**config.mk**
```make
export PLATFORM = sky130hd
export DESIGN_NAME = calendar_to_epoch_seconds_unit
export DESIGN_NICKNAME = d
export VERILOG_FILES = /design/src/rtl/ctes_pkg.sv /design/src/rtl/calendar_to_epoch_seconds_unit.sv
export SDC_FILE = /design/constraint.sdc
export NUM_CORES = 1
export LEC_CHECK = 0
export ABC_AREA = 1
export BUFFER_PORTS_ARGS = -buffer_cell sky130_fd_sc_hd__buf_2
export CAP_MARGIN = 20
export CORE_ASPECT_RATIO = 0.5
export CORE_MARGIN = 5
export CORE_UTILIZATION = 53
export DETAILED_ROUTE_END_ITERATION = 16
export PLACE_DENSITY = 0.7
export SLEW_MARGIN = 20
export SYNTH_ARGS = -nofsm -noshare
export SYNTH_HDL_FRONTEND = slang
export SYNTH_SLANG_ARGS = --single-unit
```
**constraint.sdc**
```tcl
create_clock -name clk -period 9 [get_ports clk]
set_input_delay 0.45 -clock clk [delete_from_list [all_inputs] [get_ports clk]]
set_output_delay 0.45 -clock clk [all_outputs]
set_load 0.01 [all_outputs]
```
**src/rtl/ctes_pkg.sv**
```systemverilog
// shared widths, constants and month table for the calendar to epoch converter
`timescale 1ns / 1ps

package ctes_pkg;

    localparam int YEAR_W  = 14;
    localparam int MONTH_W = 4;
    localparam int DAY_W   = 5;
    localparam int HOUR_W  = 5;
    localparam int MIN_W   = 6;
    localparam int SEC_W   = 6;
    localparam int OFS_W   = 18;
    localparam int SECS_W  = 39;
    localparam int DOY_W   = 9;
    localparam int PADDR_W = 3;
    localparam int PDATA_W = 32;

    localparam logic [PADDR_W-3:0] REG_UTC_OFFSET = '0;

    localparam logic [YEAR_W-1:0]  EPOCH_YEAR = 14'd1970;
    localparam logic [MONTH_W-1:0] MONTH_JAN  = 4'd1;
    localparam logic [MONTH_W-1:0] MONTH_FEB  = 4'd2;
    localparam logic [MONTH_W-1:0] MONTH_DEC  = 4'd12;
    localparam logic [DOY_W-1:0]   DOY_MAX    = 9'd365;

    // year/4 fits in 12 bits; x/25 == (x * 2622) >> 16 for all such x
    localparam int QUART_W     = YEAR_W - 2;
    localparam int RECIP_SHIFT = 16;
    localparam int PROD_W      = 2 * QUART_W;
    localparam int CENT_W      = 8;
    localparam logic [QUART_W-1:0] RECIP_25 = 12'd2622;
    localparam logic [QUART_W-1:0] CENT_DIV = 12'd25;

    // leap days through 1969 plus the one-based day correction
    localparam int DAYS_W = 25;
    localparam logic signed [DAYS_W-1:0] DAYS_BIAS = 25'sd478;

    function automatic logic [DOY_W-1:0] days_before(input logic [MONTH_W-1:0] m);
        logic [DOY_W-1:0] d;
        begin
            case (m)
                4'd1:    d = 9'd0;
                4'd2:    d = 9'd31;
                4'd3:    d = 9'd59;
                4'd4:    d = 9'd90;
                4'd5:    d = 9'd120;
                4'd6:    d = 9'd151;
                4'd7:    d = 9'd181;
                4'd8:    d = 9'd212;
                4'd9:    d = 9'd243;
                4'd10:   d = 9'd273;
                4'd11:   d = 9'd304;
                4'd12:   d = 9'd334;
                default: d = 9'd0;
            endcase
            return d;
        end
    endfunction

endpackage

```
**src/rtl/calendar_to_epoch_seconds_unit.sv**
```systemverilog
// calendar date and time to epoch seconds, five-stage pipeline
//
//  channel  | handshake            | payload
//  ---------+----------------------+---------------------------------------------
//  config   | psel/penable/pwrite  | paddr, pwdata, prdata (utc offset register)
//  input    | in_valid / in_stall  | year, month, day, hour, minute, second
//  output   | out_valid/out_stall  | epoch_seconds, day_of_year, valid_res
//
//  one beat per cycle sustained while out_stall is low
//  stages: reciprocal multiply, leap/year terms, day sum, day*86400 multiply, final add
//  each stage holds its beat while the stage after it is full and stalled
//  rst_n clears the stage valid bits and the offset register to zero
`timescale 1ns / 1ps

module calendar_to_epoch_seconds_unit (
    input  logic                                clk,
    input  logic                                rst_n,
    input  logic                                psel,
    input  logic                                penable,
    input  logic                                pwrite,
    input  logic [ctes_pkg::PADDR_W-1:0]        paddr,
    input  logic [ctes_pkg::PDATA_W-1:0]        pwdata,
    output logic [ctes_pkg::PDATA_W-1:0]        prdata,
    output logic                                pready,
    input  logic                                in_valid,
    output logic                                in_stall,
    input  logic [ctes_pkg::YEAR_W-1:0]         year,
    input  logic [ctes_pkg::MONTH_W-1:0]        month,
    input  logic [ctes_pkg::DAY_W-1:0]          day,
    input  logic [ctes_pkg::HOUR_W-1:0]         hour,
    input  logic [ctes_pkg::MIN_W-1:0]          minute,
    input  logic [ctes_pkg::SEC_W-1:0]          second,
    output logic                                out_valid,
    input  logic                                out_stall,
    output logic signed [ctes_pkg::SECS_W-1:0]  epoch_seconds,
    output logic [ctes_pkg::DOY_W-1:0]          day_of_year,
    output logic                                valid_res
);

    import ctes_pkg::*;

    localparam int YD_W  = 23;
    localparam int TOD_W = 17;
    localparam int TOS_W = 19;
    localparam int MUL_W = 40;

    typedef struct packed {
        logic                ok;
        logic [QUART_W-1:0]  m1;
        logic [QUART_W-1:0]  m2;
        logic [PROD_W-1:0]   p1;
        logic [PROD_W-1:0]   p2;
        logic                y4;
        logic                late;
        logic [YEAR_W-1:0]   dy;
        logic [DOY_W-1:0]    prior;
        logic [DOY_W-1:0]    doy;
        logic [DAY_W-1:0]    day;
        logic [HOUR_W-1:0]   hour;
        logic [MIN_W-1:0]    minute;
        logic [SEC_W-1:0]    second;
    } s1_t;

    typedef struct packed {
        logic                     ok;
        logic [YD_W-1:0]          yd;
        logic [QUART_W-1:0]       lp;
        logic                     add_leap;
        logic [DOY_W-1:0]         prior;
        logic [DOY_W-1:0]         doy;
        logic [DAY_W-1:0]         day;
        logic signed [TOS_W-1:0]  tod;
    } s2_t;

    typedef struct packed {
        logic                      ok;
        logic signed [DAYS_W-1:0]  days;
        logic signed [TOS_W-1:0]   tod;
        logic [DOY_W-1:0]          doy;
    } s3_t;

    typedef struct packed {
        logic                     ok;
        logic signed [MUL_W-1:0]  prod;
        logic signed [TOS_W-1:0]  tod;
        logic [DOY_W-1:0]         doy;
    } s4_t;

    // configuration register
    logic signed [OFS_W-1:0] ofs_reg;
    logic                    cfg_wr;

    assign pready = 1'b1;
    assign cfg_wr = psel && penable && pwrite && (paddr[PADDR_W-1:2] == REG_UTC_OFFSET);

    always_ff @(posedge clk or negedge rst_n)
    begin
        if (!rst_n)
        begin
            ofs_reg <= '0;
        end
        else if (cfg_wr)
        begin
            ofs_reg <= pwdata[OFS_W-1:0];
        end
    end

    always_comb
    begin
        if (paddr[PADDR_W-1:2] == REG_UTC_OFFSET)
        begin
            prdata = {{(PDATA_W-OFS_W){ofs_reg[OFS_W-1]}}, ofs_reg};
        end
        else
        begin
            prdata = '0;
        end
    end

    // stage valid bits and ready chain
    logic s1_v_reg, s2_v_reg, s3_v_reg, s4_v_reg, s5_v_reg;
    logic rdy1, rdy2, rdy3, rdy4, rdy5;

    assign rdy5     = !s5_v_reg || !out_stall;
    assign rdy4     = !s4_v_reg || rdy5;
    assign rdy3     = !s3_v_reg || rdy4;
    assign rdy2     = !s2_v_reg || rdy3;
    assign rdy1     = !s1_v_reg || rdy2;
    assign in_stall = !rdy1;

    always_ff @(posedge clk or negedge rst_n)
    begin
        if (!rst_n)
        begin
            s1_v_reg <= 1'b0;
            s2_v_reg <= 1'b0;
            s3_v_reg <= 1'b0;
            s4_v_reg <= 1'b0;
            s5_v_reg <= 1'b0;
        end
        else
        begin
            if (rdy1)
            begin
                s1_v_reg <= in_valid;
            end
            if (rdy2)
            begin
                s2_v_reg <= s1_v_reg;
            end
            if (rdy3)
            begin
                s3_v_reg <= s2_v_reg;
            end
            if (rdy4)
            begin
                s4_v_reg <= s3_v_reg;
            end
            if (rdy5)
            begin
                s5_v_reg <= s4_v_reg;
            end
        end
    end

    // stage 1: range check, year/4 terms, reciprocal multiplies
    s1_t              s1_next, s1_reg;
    logic [YEAR_W-1:0] ym1;

    always_comb
    begin
        ym1            = year - 14'd1;
        s1_next.ok     = (month >= MONTH_JAN) && (month <= MONTH_DEC) && (year >= EPOCH_YEAR);
        s1_next.m1     = ym1[YEAR_W-1:2];
        s1_next.m2     = year[YEAR_W-1:2];
        s1_next.p1     = {{QUART_W{1'b0}}, s1_next.m1} * {{QUART_W{1'b0}}, RECIP_25};
        s1_next.p2     = {{QUART_W{1'b0}}, s1_next.m2} * {{QUART_W{1'b0}}, RECIP_25};
        s1_next.y4     = (year[1:0] == 2'd0);
        s1_next.late   = (month > MONTH_FEB);
        s1_next.dy     = year - EPOCH_YEAR;
        s1_next.prior  = days_before(month);
        s1_next.doy    = s1_next.prior + {{(DOY_W-DAY_W){1'b0}}, day};
        s1_next.day    = day;
        s1_next.hour   = hour;
        s1_next.minute = minute;
        s1_next.second = second;
    end

    // stage 2: leap count, leap flag, 365 * years, time of day less offset
    s2_t                s2_next, s2_reg;
    logic [CENT_W-1:0]  q1, q2;
    logic [QUART_W-1:0] r2;
    logic [TOD_W-1:0]   tod_u;

    always_comb
    begin
        q1 = s1_reg.p1[RECIP_SHIFT +: CENT_W];
        q2 = s1_reg.p2[RECIP_SHIFT +: CENT_W];
        r2 = s1_reg.m2 - QUART_W'({{(QUART_W-CENT_W){1'b0}}, q2} * CENT_DIV);
        s2_next.ok       = s1_reg.ok;
        s2_next.lp       = s1_reg.m1 - {{(QUART_W-CENT_W){1'b0}}, q1}
                         + {{(QUART_W-CENT_W+2){1'b0}}, q1[CENT_W-1:2]};
        s2_next.add_leap = s1_reg.late && s1_reg.y4 && ((r2 != '0) || (q2[1:0] == 2'd0));
        s2_next.yd       = {{(YD_W-YEAR_W){1'b0}}, s1_reg.dy} * 23'd365;
        s2_next.prior    = s1_reg.prior;
        s2_next.doy      = s1_reg.doy;
        s2_next.day      = s1_reg.day;
        tod_u            = TOD_W'({{(TOD_W-HOUR_W){1'b0}}, s1_reg.hour} * 17'd3600)
                         + TOD_W'({{(TOD_W-MIN_W){1'b0}}, s1_reg.minute} * 17'd60)
                         + {{(TOD_W-SEC_W){1'b0}}, s1_reg.second};
        s2_next.tod      = $signed({2'b00, tod_u}) - $signed({ofs_reg[OFS_W-1], ofs_reg});
    end

    // stage 3: whole days since the epoch
    s3_t s3_next, s3_reg;

    always_comb
    begin
        s3_next.ok   = s2_reg.ok;
        s3_next.days = $signed({{(DAYS_W-YD_W){1'b0}}, s2_reg.yd})
                     + $signed({{(DAYS_W-QUART_W){1'b0}}, s2_reg.lp})
                     + $signed({{(DAYS_W-DOY_W){1'b0}}, s2_reg.prior})
                     + $signed({{(DAYS_W-1){1'b0}}, s2_reg.add_leap})
                     + $signed({{(DAYS_W-DAY_W){1'b0}}, s2_reg.day})
                     - DAYS_BIAS;
        s3_next.tod  = s2_reg.tod;
        s3_next.doy  = s2_reg.doy;
    end

    // stage 4: days to seconds
    s4_t s4_next, s4_reg;

    always_comb
    begin
        s4_next.ok   = s3_reg.ok;
        s4_next.prod = $signed({{(MUL_W-DAYS_W){s3_reg.days[DAYS_W-1]}}, s3_reg.days})
                     * 40'sd86400;
        s4_next.tod  = s3_reg.tod;
        s4_next.doy  = s3_reg.doy;
    end

    // stage 5: final sum into the output register
    logic signed [MUL_W-1:0] secs_full;
    logic signed [SECS_W-1:0] epoch_next, epoch_reg;
    logic [DOY_W-1:0]         doy_next, doy_reg;
    logic                     vres_reg;

    always_comb
    begin
        secs_full = s4_reg.prod + $signed({{(MUL_W-TOS_W){s4_reg.tod[TOS_W-1]}}, s4_reg.tod});
        if (s4_reg.ok)
        begin
            epoch_next = secs_full[SECS_W-1:0];
            doy_next   = s4_reg.doy;
        end
        else
        begin
            epoch_next = '0;
            doy_next   = '0;
        end
    end

    always_ff @(posedge clk)
    begin
        if (rdy1)
        begin
            s1_reg <= s1_next;
        end
        if (rdy2)
        begin
            s2_reg <= s2_next;
        end
        if (rdy3)
        begin
            s3_reg <= s3_next;
        end
        if (rdy4)
        begin
            s4_reg <= s4_next;
        end
        if (rdy5)
        begin
            epoch_reg <= epoch_next;
            doy_reg   <= doy_next;
            vres_reg  <= s4_reg.ok;
        end
    end

    assign out_valid     = s5_v_reg;
    assign epoch_seconds = epoch_reg;
    assign day_of_year   = doy_reg;
    assign valid_res     = vres_reg;

endmodule

```
==> run summary <==
most common cell after layout, fill and taps aside: inv_1
PostCTS Resize Cnt: 0
clock sinks: 363
Fin. Hold Viols: 0
Max transition margin: 26.4%
worst endpoint required time: 9290 ps
Unique masters post-synth: 48
MaxCap Viol Count: 0
Layout Nets: 4778
Starting Density: 54.0%
row count: 65
PortBufs: 148
n_diodes: 0
Slew Viols, Final: 0
Die Width: 370 um
final wirelength: 69200 um
largest net degree at the start of global routing: 81
GR peak layer: met2
slowest stage delay, CP: 530 ps
worst r2r src: s1_reg[9]$_DFFE_PN_
fill count: 5615
Pre-antenna DRT Iters: 5
setup TNS: 0 ps
Register Area: 10800 sq um
Crit Path Class: in2reg
most used cell, CP: inv_1
Avg Vias per Cell: 5.07
Antenna Nets Post-Route: 0
Worst path slowest cell: xor2_1
CP Max Fanout: 7
status: completed
gr ovfl total: 0
post-DR wirelength/cell: 14.4 um
Vias: 24300
Worst-Margin Slew: 1100 ps
Critical Path AT: 6400 ps
grt met2 use: 35.7%
TritonCTS clock tree: yes
die area: 70300 sq um
area occupied by multi-input gates: 20200 sq um
synth warn: 0
gp weighted congestion: 0.910
first-pass GRT wire length: 119000 um
most frequent cells in the layout: inv_1, nand2_1, ha_1
async set-reset flop share out of synthesis: 6.34%
min-delay src: second[1]
number of synthesized flops with an enable pin: 340
H-tree depth: 2
HP Class: in2reg
layout cells sized above 1: 6.80%
Syn Area/Cell: 9.21 sq um
clock buffer depth: 3
Num CTS Buffers: 37
endpoint type of the worst setup path: flop
Top-Level Pins: 166
skew final: 24.4 ps
overall routing resource usage: 20.3%
period utilization: 67.8%
worst reg2reg setup slack: 3290 ps
post-DP HPWL: 58000 um
top cell type's share of synthesized area: 29.7%
max reg flops: 81
vias in the first global route: 24800
top post-synthesis cells by area: edfxtp_1, ha_1, fa_1
Setup crit start: year[2]
met3 GRT Util: 2.14%
Die H: 190 um
Yosys top cell by area: edfxtp_1
Syn Inst Count: 3728
Worst-Skew Late Latency: 560 ps
fin crit period: 6100 ps
Startpoint Class: primary input
Synth Flop Type: edfxtp_1
P&R area growth vs syn: 8.56%
clk slew on worst S/H paths: 70 ps
root buffer cell: clkbuf_16
unrepaired setup endpoints after global routing: false
FMAX: 0.164 GHz
core area: 63600 sq um
register bit count reported by yosys: 363
initial antenna violation count: 2
post-route DRC violation count: 0
met1 Track Usage GR: 27.7%
sequential fraction of the synthesis area: 31.4%
Synthesized Nets: 4609
1st-iter DRT viols: 1243
Post-Syn Area: 34300 sq um
# setup viols final: 0
==> worst max-delay path: cells and delay by family <==
kind,cells,cell delay (ps)
AOI/OAI and AO/OA,2,370
and+or+nand+nor,11,1120
buffers and inverters,8,1030
xor gates and xnor gates,1,530
adders and majority gates,7,2870
==> per-stage QoR <==
| stage | hold slack, ps | cells | utilization (%) | setup slack, ps | instance area (sq um) |
|---|---|---|---|---|---|
| after floorplan | 154 | 3728 | - | 424 | 34300 |
| after global placement | 401 | 4728 | 56.7 | 2390 | 36000 |
| after detailed placement | 405 | 4728 | 56.7 | 2330 | 36000 |
| after CTS | 34.6 | 4796 | 58.6 | 2920 | 37300 |
| after global routing | 34.5 | 4796 | 58.6 | 2330 | 37300 |
| final | 63.5 | 4796 | 58.6 | 2900 | 37300 |
==> timing repair <==
item	in CTS	in global routing
hold buffers	1	0
endpoints found under the hold margin	23	0
setup endpoints to repair	0	0
buffers inserted	0	0
==> area by class of cell <==
| class | count | share of cell area [%] |
|---|---|---|
| multi-input cells | 2485 | 54.1 |
| flip-flops and latches | 363 | 28.9 |
| clock buffers | 39 | 2.51 |
| well taps | 871 | 2.92 |
| inverters | 853 | 8.60 |
| repair buffers | 157 | 2.18 |
| clock inverters | 28 | 0.715 |
==> cell usage after synthesis, types with 2 or more instances <==
cell type,instances
nand2_2,17
dfrtp_1,23
a21boi_1,5
clkbuf_1,3
buf_4,15
o21ai_0,92
nand3_2,2
a21o_1,21
a31oi_1,9
a21boi_0,5
a21oi_2,6
nor4_1,4
nand3b_1,5
o21ai_1,9
a211oi_1,9
nand2_1,591
inv_1,852
nor2_2,3
o211ai_1,4
o211ai_2,2
and2_1,4
o22ai_1,3
xnor2_1,39
nand3_1,121
nor3_1,44
nand4_1,36
o31ai_1,4
o21bai_1,27
o21ai_2,9
buf_1,2
nor3_2,4
fa_1,244
o21a_1,7
or2_0,2
a21oi_1,228
buf_2,7
edfxtp_1,340
xor2_1,103
nor2_1,264
ha_1,555
==> path summary, 6_finish.rpt <==
check,end,cells after the start
setup / recovery,q1[4]$_DFFE_PN_,29
hold / removal,s1_reg[1]$_DFFE_PN_,1
setup reg to reg,s2_reg[16]$_DFFE_PP_,26
hold reg to reg,s2_reg[19]$_DFFE_PP_,0
max in group asynchronous,ofs_reg[10]$_DFFE_PN0P_,2
min in group asynchronous,ofs_reg[0]$_DFFE_PN0P_,2
==> metal layers <==
metal,vias to the layer above,wire (um)
li1,12400,-
met4,4,1330
met2,356,32600
met3,106,2100
met5,-,31
met1,11500,33000
==> cell families after synthesis <==
| logic type | count (synthesis) | share of synthesized area, % |
|---|---|---|
| adders and majority gates | 799 | 34.5 |
| buffers and inverters | 880 | 9.81 |
| DFF | 363 | 31.4 |
| AOI/OAI and AO/OA | 444 | 7.38 |
| and+or+nand+nor | 1099 | 13.3 |
| xor gates and xnor gates | 142 | 3.62 |
| other | 1 | 0.0109 |
Power is left out: the tool's default activity adds up to more than one toggle a clock period on the data nets, which glitch-free logic cannot reach.
